## config.mk

```make
export PLATFORM = sky130hd
export DESIGN_NAME = button_mode_pwm_fan_controller_unit
export DESIGN_NICKNAME = d
export VERILOG_FILES = /design/src/rtl/bmpf_pkg.sv /design/src/rtl/bmpf_timer.sv /design/src/rtl/bmpf_regs.sv /design/src/rtl/bmpf_core.sv /design/src/rtl/button_mode_pwm_fan_controller_unit.sv
export SDC_FILE = /design/constraint.sdc
export NUM_CORES = 1
export LEC_CHECK = 0
export CORE_MARGIN = 2
export CORE_UTILIZATION = 60
export DETAILED_ROUTE_END_ITERATION = 10
export DONT_BUFFER_PORTS = 1
export GPL_TIMING_DRIVEN = 0
export PLACE_DENSITY = 0.79
export REMOVE_ABC_BUFFERS = 1
export SLEW_MARGIN = 20
export SYNTH_ARGS = -nofsm -noshare
export SYNTH_HDL_FRONTEND = slang
export SYNTH_SLANG_ARGS = --single-unit
```

## constraint.sdc

```tcl
create_clock -name clk -period 8.2 [get_ports clk]
set_input_delay 1.64 -clock clk [delete_from_list [all_inputs] [get_ports clk]]
set_output_delay 1.64 -clock clk [all_outputs]
set_load 0.1 [all_outputs]
```

## src/rtl/bmpf_pkg.sv

```systemverilog
// ----------------------------------------------------------------------------
// bmpf_pkg
// Shared types, register indexes and reset values for the button mode PWM
// fan controller.
// ----------------------------------------------------------------------------
`timescale 1ns / 1ps

package bmpf_pkg;

  localparam int TIMER_BITS_DEF = 16;
  localparam int CFG_ADDR_W     = 5;
  localparam int CFG_DATA_W     = 32;

  typedef enum logic [2:0] {
    REG_DEBOUNCE_MS     = 3'd0,
    REG_PAUSE_MS        = 3'd1,
    REG_BLINK_PERIOD    = 3'd2,
    REG_BLINK_THRESHOLD = 3'd3,
    REG_PWM_PERIOD      = 3'd4,
    REG_DUTY_STEP       = 3'd5,
    REG_MAX_MODE        = 3'd6
  } reg_idx_t;

  localparam logic [9:0]  DEBOUNCE_MS_RST     = 10'd20;
  localparam logic [15:0] PAUSE_MS_RST        = 16'd1000;
  localparam logic [11:0] BLINK_PERIOD_RST    = 12'd200;
  localparam logic [11:0] BLINK_THRESHOLD_RST = 12'd100;
  localparam logic [7:0]  PWM_PERIOD_RST      = 8'd10;
  localparam logic [7:0]  DUTY_STEP_RST       = 8'd2;
  localparam logic [3:0]  MAX_MODE_RST        = 4'd5;

  typedef struct packed {
    logic [9:0]  debounce_ms;
    logic [15:0] pause_ms;
    logic [11:0] blink_period;
    logic [11:0] blink_threshold;
    logic [7:0]  pwm_period;
    logic [7:0]  duty_step;
    logic [3:0]  max_mode;
  } cfg_t;

  typedef struct packed {
    logic       motor_on;
    logic       led_level;
    logic [3:0] mode_now;
    logic       in_pause;
  } res_t;

endpackage

```

## src/rtl/bmpf_timer.sv

```systemverilog
// ----------------------------------------------------------------------------
// bmpf_timer
// On-delay timer: first high sample clears the count, later high samples
// count up (saturating) until the preset is reached, then hold done.
// ----------------------------------------------------------------------------
`timescale 1ns / 1ps

module bmpf_timer #(
  parameter int CNT_W    = 16,
  parameter int PRESET_W = 16
) (
  input  logic                clk,
  input  logic                rst_n,
  input  logic                en,
  input  logic                level,
  input  logic [PRESET_W-1:0] preset,
  output logic                q
);

  localparam int CMP_W = (CNT_W > PRESET_W) ? CNT_W : PRESET_W;

  logic             running_r, running_nxt;
  logic             done_r, done_nxt;
  logic [CNT_W-1:0] count_r, count_nxt;
  logic [CNT_W-1:0] count_inc;

  assign count_inc = (&count_r) ? count_r : count_r + CNT_W'(1);

  always_comb begin
    running_nxt = running_r;
    done_nxt    = done_r;
    count_nxt   = count_r;
    q           = 1'b0;
    if (!level) begin
      running_nxt = 1'b0;
      done_nxt    = 1'b0;
    end else if (!running_r) begin
      running_nxt = 1'b1;
      done_nxt    = 1'b0;
      count_nxt   = '0;
    end else if (done_r) begin
      q = 1'b1;
    end else begin
      count_nxt = count_inc;
      if (CMP_W'(count_inc) >= CMP_W'(preset)) begin
        done_nxt = 1'b1;
        q        = 1'b1;
      end
    end
  end

  always_ff @(posedge clk) begin
    if (!rst_n) begin
      running_r <= 1'b0;
      done_r    <= 1'b0;
      count_r   <= '0;
    end else if (en) begin
      running_r <= running_nxt;
      done_r    <= done_nxt;
      count_r   <= count_nxt;
    end
  end

endmodule

```

## src/rtl/bmpf_regs.sv

```systemverilog
// ----------------------------------------------------------------------------
// bmpf_regs
// APB-style configuration register file; always ready, reads return the
// stored register value, or zero for an unmapped index.
// ----------------------------------------------------------------------------
`timescale 1ns / 1ps

module bmpf_regs (
  input  logic                               clk,
  input  logic                               rst_n,
  input  logic                               psel,
  input  logic                               penable,
  input  logic                               pwrite,
  input  logic [bmpf_pkg::CFG_ADDR_W-1:0]    paddr,
  input  logic [bmpf_pkg::CFG_DATA_W-1:0]    pwdata,
  output logic [bmpf_pkg::CFG_DATA_W-1:0]    prdata,
  output logic                               pready,
  output bmpf_pkg::cfg_t                     cfg
);

  import bmpf_pkg::*;

  cfg_t       cfg_r;
  logic       wr_en;
  logic [2:0] idx;

  assign pready = 1'b1;
  assign wr_en  = psel & penable & pwrite;
  assign idx    = paddr[CFG_ADDR_W-1:2];
  assign cfg    = cfg_r;

  always_ff @(posedge clk) begin
    if (!rst_n) begin
      cfg_r.debounce_ms     <= DEBOUNCE_MS_RST;
      cfg_r.pause_ms        <= PAUSE_MS_RST;
      cfg_r.blink_period    <= BLINK_PERIOD_RST;
      cfg_r.blink_threshold <= BLINK_THRESHOLD_RST;
      cfg_r.pwm_period      <= PWM_PERIOD_RST;
      cfg_r.duty_step       <= DUTY_STEP_RST;
      cfg_r.max_mode        <= MAX_MODE_RST;
    end else if (wr_en) begin
      case (idx)
        REG_DEBOUNCE_MS:     cfg_r.debounce_ms     <= pwdata[9:0];
        REG_PAUSE_MS:        cfg_r.pause_ms        <= pwdata[15:0];
        REG_BLINK_PERIOD:    cfg_r.blink_period    <= pwdata[11:0];
        REG_BLINK_THRESHOLD: cfg_r.blink_threshold <= pwdata[11:0];
        REG_PWM_PERIOD:      cfg_r.pwm_period      <= pwdata[7:0];
        REG_DUTY_STEP:       cfg_r.duty_step       <= pwdata[7:0];
        REG_MAX_MODE:        cfg_r.max_mode        <= pwdata[3:0];
        default: ;
      endcase
    end
  end

  always_comb begin
    case (idx)
      REG_DEBOUNCE_MS:     prdata = CFG_DATA_W'(cfg_r.debounce_ms);
      REG_PAUSE_MS:        prdata = CFG_DATA_W'(cfg_r.pause_ms);
      REG_BLINK_PERIOD:    prdata = CFG_DATA_W'(cfg_r.blink_period);
      REG_BLINK_THRESHOLD: prdata = CFG_DATA_W'(cfg_r.blink_threshold);
      REG_PWM_PERIOD:      prdata = CFG_DATA_W'(cfg_r.pwm_period);
      REG_DUTY_STEP:       prdata = CFG_DATA_W'(cfg_r.duty_step);
      REG_MAX_MODE:        prdata = CFG_DATA_W'(cfg_r.max_mode);
      default:             prdata = '0;
    endcase
  end

endmodule

```

## src/rtl/bmpf_core.sv

```systemverilog
// ----------------------------------------------------------------------------
// bmpf_core
// Per-tick state update: debounce, mode select, blink code LED, pause and
// motor PWM. State advances once for each accepted request.
// ----------------------------------------------------------------------------
`timescale 1ns / 1ps

module bmpf_core #(
  parameter int TIMER_BITS = bmpf_pkg::TIMER_BITS_DEF
) (
  input  logic           clk,
  input  logic           rst_n,
  input  logic           en,
  input  logic           switch_level,
  input  bmpf_pkg::cfg_t cfg,
  output bmpf_pkg::res_t res
);

  import bmpf_pkg::*;

  logic [7:0]  pwm_phase_r, pwm_phase_nxt;
  logic [11:0] blink_phase_r, blink_phase_nxt;
  logic        deb_prev_r, deb_prev_nxt;
  logic        blink_prev_r;
  logic [3:0]  mode_r, mode_nxt;
  logic        led_r, led_nxt;
  logic [3:0]  blink_cnt_r, blink_cnt_nxt;
  logic        pause_r, pause_nxt;
  logic        pause_set;

  logic        pressed;
  logic        pause_done;
  logic        blink_hi;
  logic [4:0]  mode_inc;
  logic [3:0]  blink_cnt_inc;
  logic [11:0] duty_lim;
  logic [8:0]  pwm_inc;
  logic [12:0] blink_inc;

  bmpf_timer #(
    .CNT_W    (TIMER_BITS),
    .PRESET_W (10)
  ) u_sw_timer (
    .clk    (clk),
    .rst_n  (rst_n),
    .en     (en),
    .level  (switch_level),
    .preset (cfg.debounce_ms),
    .q      (pressed)
  );

  bmpf_timer #(
    .CNT_W    (TIMER_BITS),
    .PRESET_W (16)
  ) u_pause_timer (
    .clk    (clk),
    .rst_n  (rst_n),
    .en     (en),
    .level  (pause_set),
    .preset (cfg.pause_ms),
    .q      (pause_done)
  );

  assign mode_inc = {1'b0, mode_r} + 5'd1;

  always_comb begin
    mode_nxt     = mode_r;
    deb_prev_nxt = deb_prev_r;
    if (pressed && !deb_prev_r) begin
      deb_prev_nxt = 1'b1;
      mode_nxt     = (mode_inc > {1'b0, cfg.max_mode}) ? 4'd0 : mode_inc[3:0];
    end else if (!pressed) begin
      deb_prev_nxt = 1'b0;
    end
  end

  assign blink_hi      = blink_phase_r > cfg.blink_threshold;
  assign blink_cnt_inc = blink_cnt_r + 4'd1;

  // step the blink code on a rising edge of the blink clock, outside the pause
  always_comb begin
    led_nxt       = led_r;
    blink_cnt_nxt = blink_cnt_r;
    pause_set     = pause_r;
    if (blink_hi && !blink_prev_r && !pause_r) begin
      if (!led_r) begin
        led_nxt       = 1'b1;
        blink_cnt_nxt = blink_cnt_inc;
        if (blink_cnt_inc >= mode_nxt) begin
          blink_cnt_nxt = 4'd0;
          pause_set     = 1'b1;
        end
      end else if (mode_nxt != 4'd0) begin
        led_nxt = 1'b0;
      end
    end
  end

  assign pause_nxt = pause_set & ~pause_done;

  assign duty_lim  = 12'(mode_nxt) * 12'(cfg.duty_step);
  assign pwm_inc   = {1'b0, pwm_phase_r} + 9'd1;
  assign blink_inc = {1'b0, blink_phase_r} + 13'd1;

  assign pwm_phase_nxt   = (pwm_inc >= {1'b0, cfg.pwm_period}) ? 8'd0 : pwm_inc[7:0];
  assign blink_phase_nxt = (blink_inc >= {1'b0, cfg.blink_period}) ? 12'd0 : blink_inc[11:0];

  always_comb begin
    res.motor_on  = {4'd0, pwm_phase_r} < duty_lim;
    res.led_level = led_nxt;
    res.mode_now  = mode_nxt;
    res.in_pause  = pause_nxt;
  end

  always_ff @(posedge clk) begin
    if (!rst_n) begin
      pwm_phase_r   <= 8'd0;
      blink_phase_r <= 12'd0;
      deb_prev_r    <= 1'b0;
      blink_prev_r  <= 1'b0;
      mode_r        <= 4'd0;
      led_r         <= 1'b1;
      blink_cnt_r   <= 4'd0;
      pause_r       <= 1'b0;
    end else if (en) begin
      pwm_phase_r   <= pwm_phase_nxt;
      blink_phase_r <= blink_phase_nxt;
      deb_prev_r    <= deb_prev_nxt;
      blink_prev_r  <= blink_hi;
      mode_r        <= mode_nxt;
      led_r         <= led_nxt;
      blink_cnt_r   <= blink_cnt_nxt;
      pause_r       <= pause_nxt;
    end
  end

endmodule

```

## src/rtl/button_mode_pwm_fan_controller_unit.sv

```systemverilog
// ----------------------------------------------------------------------------
// button_mode_pwm_fan_controller_unit
// A request's result is registered into the output register when it is accepted.
// Accepts one request per cycle while no stalled result waits downstream.
// Synchronous active-low reset clears core state, LED lit, registers at defaults.
// ----------------------------------------------------------------------------
`timescale 1ns / 1ps

module button_mode_pwm_fan_controller_unit #(
  parameter int TIMER_BITS = bmpf_pkg::TIMER_BITS_DEF
) (
  input  logic                            clk,
  input  logic                            rst_n,
  input  logic                            in_valid,
  output logic                            in_stall,
  input  logic                            in_switch_level,
  output logic                            out_valid,
  input  logic                            out_stall,
  output logic                            out_motor_on,
  output logic                            out_led_level,
  output logic [3:0]                      out_mode_now,
  output logic                            out_in_pause,
  input  logic                            psel,
  input  logic                            penable,
  input  logic                            pwrite,
  input  logic [bmpf_pkg::CFG_ADDR_W-1:0] paddr,
  input  logic [bmpf_pkg::CFG_DATA_W-1:0] pwdata,
  output logic [bmpf_pkg::CFG_DATA_W-1:0] prdata,
  output logic                            pready
);

  import bmpf_pkg::*;

  cfg_t cfg;
  res_t res;
  res_t out_r;
  logic out_valid_r;
  logic in_acc;

  // hold input while a result waits downstream
  assign in_stall = out_valid_r & out_stall;
  assign in_acc   = in_valid & ~in_stall;

  bmpf_regs u_regs (
    .clk     (clk),
    .rst_n   (rst_n),
    .psel    (psel),
    .penable (penable),
    .pwrite  (pwrite),
    .paddr   (paddr),
    .pwdata  (pwdata),
    .prdata  (prdata),
    .pready  (pready),
    .cfg     (cfg)
  );

  bmpf_core #(
    .TIMER_BITS (TIMER_BITS)
  ) u_core (
    .clk          (clk),
    .rst_n        (rst_n),
    .en           (in_acc),
    .switch_level (in_switch_level),
    .cfg          (cfg),
    .res          (res)
  );

  always_ff @(posedge clk) begin
    if (!rst_n) begin
      out_valid_r <= 1'b0;
    end else if (in_acc) begin
      out_valid_r <= 1'b1;
    end else if (!out_stall) begin
      out_valid_r <= 1'b0;
    end
  end

  always_ff @(posedge clk) begin
    if (in_acc) begin
      out_r <= res;
    end
  end

  assign out_valid     = out_valid_r;
  assign out_motor_on  = out_r.motor_on;
  assign out_led_level = out_r.led_level;
  assign out_mode_now  = out_r.mode_now;
  assign out_in_pause  = out_r.in_pause;

endmodule

```

# --- Word-level counts from Yosys, hierarchy flattened ---
# Index checks and enable logic that the tools add are counted.
word_totals:
  regBits: 146
  in_bits: 45
  out_inout_bits: 42
  wordCells: 112
classes:
  addsub: 6
  n_mul: 1
  order_cmp: 8
  eq_ne: 10
  mux: 32
  n_bitwise: 8
  n_reduce_logical: 21
op_table:
  columns: ["cell", "count"]
  rows:
  - ["one-hot mux 16 bit (7 select lines)", 1]
  - ["two-way mux 16 bit", 6]
  - ["adder 16 x 1 -> 16 bit (second input constant)", 2]
  - ["AND reduction 16 bit", 2]
  - ["two-way mux 1 bit", 20]
  - ["greater-or-equal comparator 16 x 10 -> 1 bit", 1]
  - ["greater-or-equal comparator 16 bit", 1]
  - ["AND reduction 2 bit", 8]
  - ["adder 12 x 1 -> 13 bit (second input constant)", 1]
  - ["greater-or-equal comparator 13 x 12 -> 1 bit", 1]
  - ["> comparator 12 bit", 1]
  - ["less-than comparator 8 x 12 -> 1 bit", 1]
  - ["multiplier 4 x 8 -> 12 bit", 1]
  - ["two-way mux 12 bit", 1]
  - ["two-way mux 4 bit", 3]
  - ["adder 8 x 1 -> 9 bit (second input constant)", 1]
  - ["== test 3 bit (second input constant)", 3]
  - ["greater-or-equal comparator 9 x 8 -> 1 bit", 1]
  - ["AND reduction 3 bit", 3]
  - ["two-way mux 8 bit", 1]
  - ["== test 3 x 2 -> 1 bit (second input constant)", 2]
  - ["inequality test 2 bit (second input constant)", 3]
  - ["adder 4 x 1 -> 5 bit (second input constant)", 1]
  - ["bitwise AND 1 bit", 5]
  - ["10 further kinds", 16]

# --- Longest topological paths before layout ---
# Gate-level depths: netlist of run 1.
depth:
  word_depth: 16
  ltp_mapped: 31
  depth_no_buf: 30

# --- Cells and area by module ---
# From an unflattened synthesis of run 1, not the netlist that was laid out.
hier_totals:
  cells_unflattened: 1279
  hier_area_um2: 10822.9
modules_own_cells:
  columns: ["module", "instances", "cells_per_inst", "area_per_inst_um2", "seq_area_each_um2"]
  rows:
  - ["bmpf_core", 1, 490, 3942.5, 640.6]
  - ["bmpf_regs", 1, 365, 3482.1, 1401.3]
  - ["bmpf_timer at u_core.u_pause_timer", 1, 213, 1621.6, 360.3]
  - ["bmpf_timer at u_core.u_sw_timer", 1, 200, 1524.0, 360.3]
  - ["button_mode_pwm_fan_controller_unit", 1, 11, 252.7, 230.2]

# --- Worst setup path before layout of run 1 ---
# No wires, ideal clock.
synth_timing:
  path_type: "reg2reg"
  from: "reg u_core.u_sw_timer.count_r[0]"
  to: "reg out_r (netlist bit out_motor_on), data pin"
  setup_ns: 0.261
  arrival_ns: 6.746
  required_time_ns: 7.939
  setup_slack_ns: 1.194
  stages_incl_launch_ff: 32
  path_buffers: 1
  synth_period_minus_slack_ns: 7.006
  cell_sequence: "dfxtp_1 -> ha_1 -> nand4_1 -> or4_1 -> clkbuf_1 -> and3_1 -> nand2_1 -> xnor2_1 -> ha_1 -> a21o_1 -> a21oi_1 -> o21ai_0 -> nand2_1 -> a311oi_4 -> mux2i_1 -> nor2b_1 -> fa_1 -> inv_1 -> fa_1 -> inv_1 -> ha_1 -> a21oi_1 -> o21bai_1 -> a21oi_1 -> xor2_1 -> ha_1 -> nand4_1 -> a21oi_1 -> a211oi_1 -> a311oi_1 -> o21ai_0 -> a221o_1"
synth_rtl:
  columns: ["item", "line_no", "text"]
  rows:
  - ["from (decl)", "bmpf_timer.sv:24", "logic [CNT_W-1:0] count_r, count_nxt;"]
  - ["from (signal assigned)", "bmpf_timer.sv:60", "count_r <= count_nxt;"]
  - ["to (signal assigned)", "button_mode_pwm_fan_controller_unit.sv:80", "out_r <= res;"]
  - ["to (decl)", "button_mode_pwm_fan_controller_unit.sv:36", "res_t out_r;"]

==> impl_metrics.env, run 1 <==
export IMPL_grt_usage_pct=27.6
export IMPL_dieHeight_um=134
export IMPL_clkLatencyLatePin_ns=0.43
export IMPL_outcome="completed"
export IMPL_postCtsHoldBufs=0
export IMPL_relSlewSlack_pct=22.7
export IMPL_drive_above_1_share_pct=7.15
export IMPL_drt_initial_drc_count=681
export IMPL_slew_violations=0
export IMPL_grt_overflow_total=0
export IMPL_worst_clock_skew_ns=0.00559
export IMPL_place_congestion=0.878
export IMPL_grt_pass1_wl_um=40000
export IMPL_power_density_cell_area_nw_per_um2=150
export IMPL_cts_root_buffer="clkbuf_16"
export IMPL_required_ns=8.38
export IMPL_wirelength_um=24600
export IMPL_synth_top_cells_by_count="188 x nand2_1, 139 x dfxtp_1, 102 x inv_1"
export IMPL_synth_main_ff_cell="dfxtp_1"
export IMPL_clockBufferDepth=2
export IMPL_cts_inserted_buffers=17
export IMPL_cp_slowest_cell="or4_4"
export IMPL_ys_ff_latch=146
export IMPL_cts_tree="built"
export IMPL_final_period_utilization_pct=94.2
export IMPL_netlist_instances=1263
export IMPL_fin_crit_ns=7.73
export IMPL_num_io_pins=87
export IMPL_antenna_found_initial=0
export IMPL_worstMarginPinSlew_ns=1.16
export IMPL_p_leak_nw=4.49
export IMPL_start_util_pct=61.1
export IMPL_finalNetCount=1384
export IMPL_vias=8845
export IMPL_min_delay_path_class="register to register"
export IMPL_seq_area_frac_synth_pct=29.6
export IMPL_vdd_drop_max_uv=147
export IMPL_path_clk_slew_ns=0.06
export IMPL_wire_per_inst_um=16.8
export IMPL_clock_sinks=146
export IMPL_report_final_hold_viol_count=0
export IMPL_worst_setup_path_type="register to register"
export IMPL_cts_max_level=4
export IMPL_worst_setup_path_start_kind="register"
export IMPL_cp_common_cell="ha_1"
export IMPL_drtPass1Iterations=5
export IMPL_dp_hpwl_um=17600
export IMPL_n_antenna_cell=0
export IMPL_drcViolationCount=0
export IMPL_syn_area_um2=10100
export IMPL_crit_fanout=10
export IMPL_drv_cap=0
export IMPL_setup_worst_path_end_class="register"
export IMPL_die_w_um=134
export IMPL_synth_area_leaders="dfxtp_1 28%, ha_1 12%, nand2_1 7.0%, a21oi_1 4.2%, inv_1 3.8%"
export IMPL_grt_start_max_net_pins=69
export IMPL_synth_enable_flop_cells=7
export IMPL_fin_setup_tns_ns=0
export IMPL_crit_arrival_ns=7.91
export IMPL_yosysTopAreaCell="dfxtp_1"
export IMPL_setup_viol=0
export IMPL_crit_path_max_incr_delay_ns=0.63
export IMPL_rsz0062_at_grt="no"
export IMPL_total_power_mw=1.63
export IMPL_area_growth_pct=7.83
export IMPL_core_area_um2=16500
export IMPL_die_area_um2=17900
export IMPL_grt_pass1_vias=8253
export IMPL_postRouteAntennaNets=0
export IMPL_io_buffers=0
export IMPL_yosysWarningCount=0
export IMPL_yosysTopAreaCellShare_pct=27.6
export IMPL_max_freq_ghz=0.129
export IMPL_rows=47
export IMPL_async_flop_share_pct=0
export IMPL_routed_via_density=6.04
export IMPL_synth_cell_types=58
export IMPL_synth_most_common_cell="nand2_1"
export IMPL_synth_area_per_cell_um2=7.99
[worst paths after layout]
check / start / to / slack, ns / cells past startpoint
worst max-delay path: u_core.u_sw_timer.count_r[0] / out_motor_on / 0.47 / 31
worst min-delay path: u_regs.cfg[56] / u_regs.cfg[56] / 0.46 / 2
worst max register to register: u_core.u_sw_timer.count_r[0] / out_motor_on / 0.47 / 31
worst min register to register: u_regs.cfg[56] / u_regs.cfg[56] / 0.46 / 2
[critical path, delay by kind of cell, from the launching register on]
kind	cells	cell delay, ns
compound gates	10	1.74
xor+xnor	2	0.22
fa+ha+maj	6	2.29
buf+inv	4	0.47
flops	1	0.44
mux	1	0.42
simple gates	8	1.90
[final cells by class]
cell class | instances | area [um^2]
inverter | 102 | 385
clock buffer | 23 | 478
sequential | 146 | 2990
clock inverter | 9 | 80.1
fill | 1345 | 5640
multi-input combinational | 952 | 6530
timing repair buffer | 13 | 145
tap | 220 | 275
[cells by family (layout without fill, tap and decap cells)]
family	after synthesis	in the layout	share of synthesized area (%)
adders and majority gates	107	107	14.2
other	2	17	0.0744
and+or+nand+nor	481	481	22.8
AOI/OAI and AO/OA	251	251	16.2
buffers and inverters	180	147	7.42
DFF	146	146	29.6
xor gates and xnor gates	44	44	3.82
muxes	52	52	5.89
[per-layer routing]
layer  up-vias  GRT usage, %  share of wire, %
met5         -             0                 0
li1       4332             -                 -
met2       284          46.3                48
met4         0          11.5               2.5
met3        50          4.87               5.7
met1      4179          35.2                43
[where the power goes]
group | switching [mW] | total [mW] | internal (mW) | leakage [nW]
Sequential | 0.0236 | 0.747 | 0.723 | 1.19
Clock | 0.308 | 0.748 | 0.440 | 0.273
Combinational | 0.107 | 0.139 | 0.0324 | 3.03
[stage by stage]
stage | cells | utilization [%] | hold WS [ns] | cell area [um^2] | worst slack [ns]
floorplan | 1200 | - | 0.436 | 9790 | 1.02
global placement | 1420 | 60.9 | 0.441 | 10100 | 0.0981
detailed placement | 1428 | 62.1 | 0.447 | 10300 | -0.0860
CTS | 1460 | 65.6 | 0.455 | 10800 | 0.0632
global route | 1465 | 65.9 | 0.481 | 10900 | 0.0802
finish | 1465 | 65.9 | 0.456 | 10900 | 0.475
[state kept, by name (all words and copies together) (netlist names), 4 cells and up]
signal / cells
out_mode_now: 4
u_core.blink_cnt_r: 4
u_core.blink_phase_r: 12
u_core.mode_r: 4
u_core.pwm_phase_r: 8
u_core.u_pause_timer.count_r: 16
u_core.u_sw_timer.count_r: 16
u_regs.cfg: 70
[placed cells by master, fill, tap and decap left out, types with 18 or more instances in the layout]
cell type / netlist / final
nand4_1: 33 / 33
o21ai_0: 29 / 27
a31oi_1: 19 / 18
nor2b_1: 28 / 26
nand3_1: 42 / 42
nor2_1: 76 / 74
inv_1: 102 / 101
ha_1: 95 / 95
a21oi_1: 84 / 83
xnor2_1: 30 / 30
o211ai_1: 21 / 21
nand2_1: 188 / 188
mux2i_1: 38 / 36
and3_1: 18 / 18
a22oi_1: 18 / 18
dfxtp_1: 139 / 139
a21o_1: 21 / 21
[timing repair]
| item | in CTS | in global routing |
|---|---|---|
| setup endpoints to repair | 1 | 1 |
| buffers inserted | 0 | 5 |
| cloned | 0 | 0 |
| hold endpoints to repair | 0 | 0 |
| pin swaps | 0 | 1 |
| gates resized for setup | 2 | 3 |
Power figures use the tool's default switching activity.
==> inputs of run 2 (changes only) <==
--- a/config.mk
+++ b/config.mk
@@ -6,11 +6,11 @@
 export NUM_CORES = 1
 export LEC_CHECK = 0
 export CORE_MARGIN = 2
-export CORE_UTILIZATION = 60
+export CORE_UTILIZATION = 59
 export DETAILED_ROUTE_END_ITERATION = 10
 export DONT_BUFFER_PORTS = 1
 export GPL_TIMING_DRIVEN = 0
-export PLACE_DENSITY = 0.79
+export PLACE_DENSITY = 0.81
 export REMOVE_ABC_BUFFERS = 1
 export SLEW_MARGIN = 20
 export SYNTH_ARGS = -nofsm -noshare
==> constraint.sdc (replaced) <==
create_clock -name clk -period 6.74 [get_ports clk]
set_input_delay 1.348 -clock clk [delete_from_list [all_inputs] [get_ports clk]]
set_output_delay 1.348 -clock clk [all_outputs]
set_load 0.1 [all_outputs]
==> run 2 against run 1 <==
The run now ends with setup timing left. Clock power increased by 36%. Critical path depth decreased by 3. Die area increased by 1.6%. Final area increased by 4.0%.
==> impl_metrics.env, run 2 (same netlist as run 1, synthesis figures left out) <==
export IMPL_grt_usage_pct=29.1
export IMPL_drt_initial_drc_count=962
export IMPL_cts_root_buffer="clkbuf_16"
export IMPL_path_clk_slew_ns=0.06
export IMPL_cp_common_cell="ha_1"
export IMPL_grt_pass1_wl_um=42500
export IMPL_largest_reg_flops=70
export IMPL_report_final_hold_viol_count=0
export IMPL_die_w_um=135
export IMPL_clock_sinks=146
export IMPL_power_density_cell_area_nw_per_um2=185
export IMPL_clockBufferDepth=2
export IMPL_final_util_pct=68.0
export IMPL_wire_per_inst_um=17.8
export IMPL_worst_setup_path_start_kind="register"
export IMPL_violations="setup timing"
export IMPL_startpoint="u_core.u_sw_timer.count_r[2]"
export IMPL_max_freq_ghz=0.144
export IMPL_antenna_found_initial=0
export IMPL_dp_slack_ns=-1.54
export IMPL_cts_max_level=4
export IMPL_mostFrequentLayoutCell="nand2_1"
export IMPL_drtPass1Iterations=7
export IMPL_worstMarginPinSlew_ns=1.16
export IMPL_vdd_drop_max_uv=205
export IMPL_worst_clock_skew_ns=0.00936
export IMPL_critPathBufInv=3
export IMPL_rows=47
export IMPL_r2r_slack_ns=-0.21
export IMPL_finalNetCount=1406
export IMPL_grt_overflow_total=0
export IMPL_area_growth_pct=12.1
export IMPL_place_congestion=0.902
export IMPL_die_area_um2=18200
export IMPL_path_delay_family="compound AO/OA/AOI/OAI gates"
export IMPL_rsz0062_at_grt="yes"
export IMPL_crit_path_max_incr_delay_ns=0.60
export IMPL_relSlewSlack_pct=22.7
export IMPL_cp_slowest_cell="or4_4"
export IMPL_final_area_um2=11300
export IMPL_hold_ws_ns=0.456
export IMPL_drive_above_1_share_pct=11.3
export IMPL_final_cell_mix="184 x nand2_1, 135 x dfxtp_1, 100 x inv_1, 93 x ha_1, 79 x a21oi_1"
export IMPL_start_util_pct=60.7
export IMPL_drcViolationCount=0
export IMPL_num_io_pins=87
export IMPL_outcome="complete, but fails checks"
export IMPL_slew_violations=0
export IMPL_required_ns=6.92
export IMPL_fillerInstances=1274
export IMPL_grt_start_max_net_pins=75
export IMPL_fin_crit_ns=6.95
export IMPL_fin_setup_tns_ns=-0.210
export IMPL_crit_arrival_ns=7.13
export IMPL_cp_depth=28
export IMPL_drv_cap=0
export IMPL_worst_setup_path_type="register to register"
export IMPL_cp_endpoint="out_motor_on"
export IMPL_grt_pass1_vias=8698
export IMPL_min_delay_path_class="register to register"
export IMPL_routed_via_density=6.21
export IMPL_dieHeight_um=135
export IMPL_cts_inserted_buffers=17
export IMPL_p_leak_nw=4.70
export IMPL_postCtsHoldBufs=0
export IMPL_reg2reg_from="u_core.u_sw_timer.count_r[2]"
export IMPL_io_buffers=0
export IMPL_postRouteAntennaNets=0
export IMPL_final_period_utilization_pct=103
export IMPL_wirelength_um=26400
export IMPL_cts_tree="built"
export IMPL_crit_fanout=7
export IMPL_vias=9234
export IMPL_setup_viol=1
export IMPL_clkLatencyLatePin_ns=0.43
export IMPL_setup_worst_path_end_class="register"
export IMPL_core_area_um2=16600
export IMPL_worst_r2r_cell_count=28
export IMPL_worst_slack_ns=-0.210
export IMPL_post_dp_cell_area_um2=10300
export IMPL_n_antenna_cell=0
export IMPL_worst_r2r_endpoint="out_motor_on"
export IMPL_dp_hpwl_um=17700
==> run 2: changes by cell type in the layout (fill, tap and decap cells not counted), sizes merged <==
cell / before / now
clkbuf: 23 / 20
bufinv: 1 / 3
inv: 103 / 106
buf: 13 / 35
clkinv: 5 / 1
clkinvlp: 2 / 3
==> run 2: final cells by class <==
class                           instances  area, um^2  area share, %
Multi-Input combinational cell        952        6700           59.2
Sequential cell                       146        3000           26.5
Clock buffer                           20         478           4.22
Inverter                              102         385           3.41
Timing Repair Buffer                   35         327           2.89
Tap cell                              220         275           2.43
Clock inverter                         11         148           1.30
==> run 2: metal layers <==
metal / up-vias / share of wire, % / track usage [%]
met4: 0 / 2.6 / 10.6
met3: 71 / 7.7 / 5.86
met1: 4350 / 41 / 36.5
met2: 438 / 49 / 49.5
li1: 4375 / - / -
met5: - / 0 / 0
==> run 2: through the flow <==
stage / power (mW) / cells
after floorplan: 1.06 / 1200
after global placement: 1.09 / 1420
after detailed placement: 1.10 / 1427
after CTS: 2.09 / 1471
after global routing: 2.15 / 1486
final: 2.10 / 1486
==> run 2: how the worst min path moves through the flow <==
stage                endpoint  depth (start not counted)           start  slack (ns)
6_report       u_regs.cfg[42]                          2  u_regs.cfg[42]        0.46
5_1_grt        u_regs.cfg[37]                          2  u_regs.cfg[37]        0.48
4_1_cts        u_regs.cfg[42]                          2  u_regs.cfg[42]        0.46
3_5_place_dp   u_regs.cfg[42]                          2  u_regs.cfg[42]        0.45
3_3_place_gp   u_regs.cfg[37]                          2  u_regs.cfg[37]        0.44
2_1_floorplan  u_regs.cfg[37]                          2  u_regs.cfg[37]        0.44
==> run 2: worst min-delay path, stage by stage (launching register included) <==
cell	delay, ns
dfxtp_1	0.31
nand2_1	0.05
a21oi_1	0.05
==> run 2: report_power, final <==
part,total (mW),internal [mW],switching (mW)
combinational,0.172,0.0404,0.132
clock,1.02,0.624,0.393
sequential,0.908,0.879,0.0288
==> run 2: repair_timing <==
action | CTS | global route
resized for setup | 22 | 25
setup endpoints to repair | 10 | 1
gates cloned | 0 | 0
setup buffers | 13 | 15
pin swaps | 9 | 22
